**src/sv/langevin_verlet_step_assert.svh**
```systemverilog
// Assertion macros for the Langevin velocity-Verlet step block
`ifndef LANGEVIN_VERLET_STEP_ASSERT_SVH
`define LANGEVIN_VERLET_STEP_ASSERT_SVH

`ifndef NO_ASSERTIONS
`define LVS_ASSERT_IMPL(label, clk, rstn, ante, cons) \
    label: assert property (@(posedge clk) disable iff (!rstn) (ante) |-> (cons)) \
        else $error("langevin_verlet_step: assertion failed");
`define LVS_ASSERT_NEXT(label, clk, rstn, ante, cons) \
    label: assert property (@(posedge clk) disable iff (!rstn) (ante) |=> (cons)) \
        else $error("langevin_verlet_step: assertion failed");
`else
`define LVS_ASSERT_IMPL(label, clk, rstn, ante, cons)
`define LVS_ASSERT_NEXT(label, clk, rstn, ante, cons)
`endif

`endif

```
**src/sv/lvs_pkg.sv**
```systemverilog
// Shared types, constants and widths for the Langevin velocity-Verlet step block
`timescale 1ns / 1ps
package lvs_pkg;

    localparam int FRAC_BITS = 16;

    localparam int WIDE_W = 64;
    localparam int ACC_W  = 128;
    localparam int SH_W   = 7;

    localparam logic [WIDE_W-1:0] WIDE_CAP     = (64'd1 << 62) - 64'd1;
    localparam logic [WIDE_W-1:0] THREE_PI_Q32 = 64'h0000_0009_6CBE_3F9A;
    localparam logic [WIDE_W-1:0] THREE_PI_Q   =
        (THREE_PI_Q32 + (64'd1 << (31 - FRAC_BITS))) >> (32 - FRAC_BITS);
    localparam logic [WIDE_W-1:0] SIX_PI_Q     = THREE_PI_Q << 1;

    localparam logic [WIDE_W-1:0] LCG_MUL  = 64'h0000_0005_DEEC_E66D;
    localparam logic [47:0]       LCG_ADD  = 48'h0000_0000_000B;
    localparam logic [47:0]       RNG_SEED = 48'h1234_ABCD_330E;
    localparam logic [WIDE_W-1:0] RNG_HALF = 64'h0000_8000_0000_0000;

    localparam logic [SH_W-1:0] SH_NONE  = '0;
    localparam logic [SH_W-1:0] SH_FRAC  = SH_W'(FRAC_BITS);
    localparam logic [SH_W-1:0] SH_HALF  = SH_W'(FRAC_BITS + 1);
    localparam logic [SH_W-1:0] SH_NOISE = SH_W'(48);

    localparam int DIV_STEPS  = 64 + FRAC_BITS;
    localparam int SQRT_STEPS = 32;
    localparam int DCNT_W     = $clog2(DIV_STEPS);

    localparam int QDEPTH = 2;
    localparam int QPTR_W = (QDEPTH > 1) ? $clog2(QDEPTH) : 1;
    localparam int QCNT_W = $clog2(QDEPTH + 1);

    localparam int CFG_IDX_W  = 2;
    localparam int CFG_DATA_W = 31;

    localparam logic [16:0] TIME_STEP_RST    = 17'd66;
    localparam logic [30:0] VISCOSITY_RST    = 31'd65536;
    localparam logic [30:0] TEMPERATURE_RST  = 31'd1638;
    localparam logic [30:0] UPDATE_DELAY_RST = 31'd3277;

    typedef enum logic [CFG_IDX_W-1:0] {
        CFG_TIME_STEP    = 2'd0,
        CFG_VISCOSITY    = 2'd1,
        CFG_TEMPERATURE  = 2'd2,
        CFG_UPDATE_DELAY = 2'd3
    } lvs_cfg_idx_t;

    typedef enum logic {
        CLS_PRE  = 1'b0,
        CLS_POST = 1'b1
    } lvs_class_t;

    typedef struct packed {
        logic               opcode;
        logic [31:0]        elapsed_time;
        logic               last_element;
        logic signed [31:0] position;
        logic signed [31:0] velocity;
        logic signed [31:0] force_req;
        logic [30:0]        inverse_mass;
        logic [30:0]        radius;
    } lvs_in_t;

    typedef struct packed {
        logic signed [31:0] new_position;
        logic signed [31:0] new_velocity;
        logic signed [31:0] new_force;
        logic               saturated;
    } lvs_out_t;

    typedef struct packed {
        logic [16:0] time_step;
        logic [30:0] viscosity;
        logic [30:0] temperature;
        logic [30:0] update_delay;
    } lvs_cfg_t;

    typedef struct packed {
        lvs_class_t cls;
        lvs_in_t    item;
    } lvs_qent_t;

    typedef struct packed {
        logic [WIDE_W-1:0] a;
        logic [WIDE_W-1:0] b;
        logic [SH_W-1:0]   sh;
        logic              rnd;
        logic              sgn;
    } lvs_mul_req_t;

    typedef struct packed {
        logic [WIDE_W-1:0]        q_lo;
        logic [WIDE_W-1:0]        clip;
        logic signed [WIDE_W-1:0] sres;
        logic                     sat;
    } lvs_mul_res_t;

    typedef struct packed {
        logic idle;
        logic out_load;
    } lvs_bstat_t;

    typedef enum logic [4:0] {
        B_IDLE, B_HDT, B_KICK1, B_VEL1, B_DRIFT, B_POS,
        B_ER, B_CHK, B_DEN, B_NUM, B_ROOT, B_LCG, B_NOISE,
        B_COEF, B_DRAG, B_FORCE, B_KICK2, B_VEL2, B_OUT
    } lvs_bstate_t;

    typedef enum logic [1:0] {
        R_IDLE, R_DIV, R_SINIT, R_SQRT
    } lvs_rstate_t;

endpackage

```
**src/sv/lvs_front.sv**
```systemverilog
// Front end: accepts requests, tags them pre- or post-force, queues them
`timescale 1ns / 1ps
module lvs_front (
    input  logic               aclk,
    input  logic               aresetn,
    input  logic               s_valid,
    output logic               s_ready,
    input  lvs_pkg::lvs_in_t   s_data,
    input  logic               pop,
    output logic               q_valid,
    output lvs_pkg::lvs_qent_t q_ent
);
    import lvs_pkg::*;

    lvs_qent_t            mem_reg [QDEPTH];
    logic [QPTR_W-1:0]    wr_ptr_reg, rd_ptr_reg;
    logic [QCNT_W-1:0]    count_reg;
    logic                 push;
    logic                 do_pop;
    lvs_qent_t            ent;

    assign s_ready = (count_reg != QCNT_W'(QDEPTH));
    assign q_valid = (count_reg != '0);
    assign q_ent   = mem_reg[rd_ptr_reg];
    assign push    = s_valid && s_ready;
    assign do_pop  = pop && q_valid;

    always_comb begin
        ent.item = s_data;
        ent.cls  = s_data.opcode ? CLS_POST : CLS_PRE;
    end

    always_ff @(posedge aclk) begin
        if (push) begin
            mem_reg[wr_ptr_reg] <= ent;
        end
    end

    always_ff @(posedge aclk) begin
        if (!aresetn) begin
            wr_ptr_reg <= '0;
            rd_ptr_reg <= '0;
            count_reg  <= '0;
        end else begin
            if (push) begin
                wr_ptr_reg <= (wr_ptr_reg == QPTR_W'(QDEPTH - 1)) ? '0 : wr_ptr_reg + 1'b1;
            end
            if (do_pop) begin
                rd_ptr_reg <= (rd_ptr_reg == QPTR_W'(QDEPTH - 1)) ? '0 : rd_ptr_reg + 1'b1;
            end
            if (push && !do_pop) begin
                count_reg <= count_reg + 1'b1;
            end else if (do_pop && !push) begin
                count_reg <= count_reg - 1'b1;
            end
        end
    end

endmodule

```
**config.mk**
```make
export PLATFORM = sky130hd
export DESIGN_NAME = lvs_front
export DESIGN_NICKNAME = d
export VERILOG_FILES = /design/src/sv/langevin_verlet_step_assert.svh /design/src/sv/lvs_pkg.sv /design/src/sv/lvs_front.sv
export SDC_FILE = /design/constraint.sdc
export NUM_CORES = 1
export LEC_CHECK = 0
export ABC_AREA = 1
export ABC_CLOCK_PERIOD_IN_PS = 23500
export BUFFER_PORTS_ARGS = -buffer_cell sky130_fd_sc_hd__clkbuf_2
export CORE_ASPECT_RATIO = 0.75
export CORE_MARGIN = 8
export CORE_UTILIZATION = 56
export DETAILED_ROUTE_END_ITERATION = 16
export GPL_TIMING_DRIVEN = 0
export MAX_ROUTING_LAYER = met4
export PLACE_DENSITY_LB_ADDON = 0.3
export SETUP_SLACK_MARGIN = 0.02
export SLEW_MARGIN = 25
export SYNTH_ARGS = -nofsm -noshare
export SYNTH_HDL_FRONTEND = slang
export SYNTH_SLANG_ARGS = --single-unit
```
**constraint.sdc**
```tcl
create_clock -name aclk -period 23.5 [get_ports aclk]
set_input_delay 1.175 -clock aclk [delete_from_list [all_inputs] [get_ports aclk]]
set_output_delay 1.175 -clock aclk [all_outputs]
set_load 0.02 [all_outputs]
```
== After elaboration in Yosys (flattened, before gate mapping) ==
Memory sizes are Yosys's and may differ from the RTL's. A register that Yosys moved wholly into a read port is not among the register bits.
Cells that the tools add are included.

* Register bits after elaboration: 4
* Memories: 1
* Bits of input ports: 196
* Bits in writable memories: 386
* Word-level logic and storage cells: 26

{| class="wikitable"
|+ Memory list
! name !! depth !! width !! read ports !! clocked after Yosys merged registers in !! write ports !! RTL line !! source
|-
| mem_reg || 2 || 193 || 1 || 1 || 1 || lvs_front.sv:15 || <nowiki>lvs_qent_t mem_reg [QDEPTH];</nowiki>
|}

* Eq/ne operators: 1
* Reduce and logical (&&, ||, !) cells: 8
* Multiplexer cells: 9
* Add/sub/neg operators: 4

{| class="wikitable"
|+ Operators with widths
! cell !! number
|-
| $mux W1 || 7
|-
| $logic_and A1 B1 Y1 || 4
|-
| $mux W2 || 2
|-
| $reduce_bool A2 Y1 || 2
|-
| $add A1 B1 Y1 const B || 2
|-
| $add A2 B1 Y2 const B || 1
|-
| $logic_not A1 Y1 || 2
|-
| $ne A2 B2 Y1 const B || 1
|-
| $sub A2 B1 Y2 const B || 1
|}

== Longest topological paths before layout ==
* Depth in word-level cells: 6
* Gate-level depth with buffers: 11

== Worst setup path after synthesis ==
OpenSTA, ideal clock, no wires.

* Path kind: in2reg
* From: input port s_valid
* To: memory mem_reg[0][0] in the netlist's numbering (enable)
* Path buffers: 0
* Path slack: 13519 ps
* Stages on the path: 2
* Required time: 22753 ps
* Data arrival time: 9234 ps
* Cell sequence: nand2_1 > nor2_1

* Longest elaborated chain between the ends: 3

{| class="wikitable"
|+ Ends and longest elaborated chain
! what !! RTL line !! source
|-
| start: declaration || lvs_front.sv:6 || <nowiki>input logic s_valid,</nowiki>
|-
| $logic_and A1 B1 Y1 || lvs_front.sv:25 || <nowiki>assign push = s_valid && s_ready;</nowiki>
|-
| $mux W1 || lvs_front.sv:34 || <nowiki>if (push) begin</nowiki>
|-
| $mux W1 (not written as such) || lvs_front.sv:35 || <nowiki>mem_reg[wr_ptr_reg] <= ent;</nowiki>
|-
| end: declaration || lvs_front.sv:15 ||
|}

No other way between the ends.

==> results.tsv <==
metric	value	unit
status	finished clean	
max_freq	0.3223	GHz
grt_pass1_wl	46530	um
cts_tree	yes	
rrSetupSlack	21.29	ns
start_util	56.91	%
final_cell_mix	clkbuf_2, edfxtp_1, mux2_2	
criticalPathCategory	reg -> out	
min_path_type	reg -> reg	
vias	7427	
core.rowCount	50	
hpwl	23710	um
utilization	72.78	%
synthMuxAreaShare	15.26	%
crit_end	q_ent[192]	
cts.path.max_buffers	3	
io_pins	391	
synth_adder_area_share	0.08829	%
synth-simple-area-share	0.5298	%
cts_resized	0	
critPathRequiredTime	22.33	ns
cp_max_fo	10	
synth_nets	832	
path_clk_slew	0.06	ns
min_period_over_period	13.20	%
fin_skew	0.01182	ns
cts_buffers	37	
r2r_start	count_reg[0]	
place_congestion	0.7351	
core	24900	um^2
drc_errors	0	
place_inst	1381	
grt_pass1_vias	8093	
final_common_cell	clkbuf_2	
drive_above_1_share	60.79	%
stdcell_count	1452	
crit_path_end_kind	output port	
synth_top_area_share	81.37	%
synth-compound-area-share	0.1589	%
finalSetupTns	0	ns
finalCriticalPeriod	3.103	ns
dieWidth	199.7	um
leakagePower	6.905	nW
h-tree-depth	2	
yosysWarnings	0	
hold_buffers	0	
tightest_slew	0.6277	ns
post_cts_buffers	0	
cts_num_sinks	389	
nNetsFinal	1279	
cts-root-buf	clkbuf_16	
synth_area_leaders	edfxtp_1, mux2_2, buf_6	
yosysTopAreaCell	edfxtp_1	
hold_violations	0	
grt_antenna_before_repair	7	
portBuffers	390	
die-area	30700	um^2
vdd_ir_drop_max	0.00006753	V
drv_cap	0	
initialDrtViolationCount	426	
antenna_left	0	
reg2reg_to	mem_reg[0][111]	
start_kind	register	
cp.arrival	1.93	ns
seq_area_frac_synth	82.08	%
synth_xor_area_share	0	%
synthDistinctLibCells	15	
synth_area	14170	um^2
routed_via_density	5.115	
dieHeight	153.8	um
rr_worst_depth	7	
ys_ff_latch	389	
wire_per_inst	21.83	um
multi_input_area	2287	um^2
p_per_area	109.7	nW/um^2
track_usage	20.70	%
fillers	1585	
wirelength	31690	um
slew_headroom	58.05	%
grt_max_degree	24	
seq_area	11630	um^2
clk_latency	0.49	ns
syn-instance-count	635	
finalMaxSlewViolations	0	
avgSynthCellArea	22.32	um^2
setup_viol	0	
grt.overflow.total	0	
largest_register_ffs	384	
synth_top_family_by_area	multiplexers	
dr.pass1.iters	6	
rsz0062_at_grt	false	
syn_to_final_growth	27.87	%
[kinds of logic after synthesis]
| logic type | Yosys count |
|---|---|
| flops | 389 |
| mux | 192 |
| buf+inv | 30 |
| simple gates | 19 |
| compound gates | 4 |
| fa+ha+maj | 1 |
[worst max-delay path, stage by stage, from the launching register on]
cell      delay, ns
dfxtp_1        0.38
buf_6          0.22
buf_6          0.18
mux2_2         0.37
buf_4          0.13
clkbuf_2       0.15
[routing by layer]
metal / wire [um] / global-route usage [%] / share of wire (%) / vias to the layer above
met5: 0 / - / 0 / -
met4: 790 / 6.294 / 2.5 / 0
met3: 3576 / 8.506 / 11 / 41
met2: 16020 / 34.43 / 51 / 288
met1: 11300 / 22.54 / 36 / 3676
li1: - / - / - / 3422
[layout make-up]
type	instances	area share, %
sequential	389	64.19
timing repair buffer	408	13.26
multi-input combinational	216	12.62
clock buffer	46	5.296
tap	338	2.334
buffer	22	1.312
clock inverter	18	0.7319
inverter	8	0.1657
antenna	7	0.09667
[worst min-delay path by stage]
stage	from	to	slack (ns)	cells after the start
final	rd_ptr_reg	rd_ptr_reg	0.51	2
after global routing	rd_ptr_reg	rd_ptr_reg	0.55	2
after CTS	rd_ptr_reg	rd_ptr_reg	0.52	2
after detailed placement	rd_ptr_reg	rd_ptr_reg	0.50	2
after global placement	rd_ptr_reg	rd_ptr_reg	0.48	2
after floorplan	rd_ptr_reg	register	0.47	2
[cells in the mapped netlist]
cell      instances
buf_4             1
a21oi_1           1
o21ai_0           2
nor2_1            8
nand4_1           1
buf_2             1
inv_1             8
buf_6            20
mux2_2          192
ha_1              1
edfxtp_1        384
nand2_1           9
nand3_1           1
o21a_1            1
dfxtp_1           5
[through the flow]
stage / worst slack (ns) / power (mW) / instance area (um^2) / hold WS (ns)
finish: 20.40 / 1.989 / 18120 / 0.5093
global route: 20.31 / 2.071 / 18120 / 0.5522
CTS: 20.34 / 2.015 / 18100 / 0.5165
detailed placement: 20.54 / 1.470 / 17010 / 0.5023
global placement: 9.045 / 1.474 / 16550 / 0.4768
floorplan: 13.52 / 1.279 / 14170 / 0.4669
[power by group]
part / total, mW / switching (mW) / internal (mW)
Clock: 0.542 / 0.231 / 0.311
Combinational: 0.551 / 0.329 / 0.221
Sequential: 0.896 / 0.0206 / 0.875
Total: 1.99 / 0.581 / 1.41
Note: power is estimated with default switching activity, not from simulation.
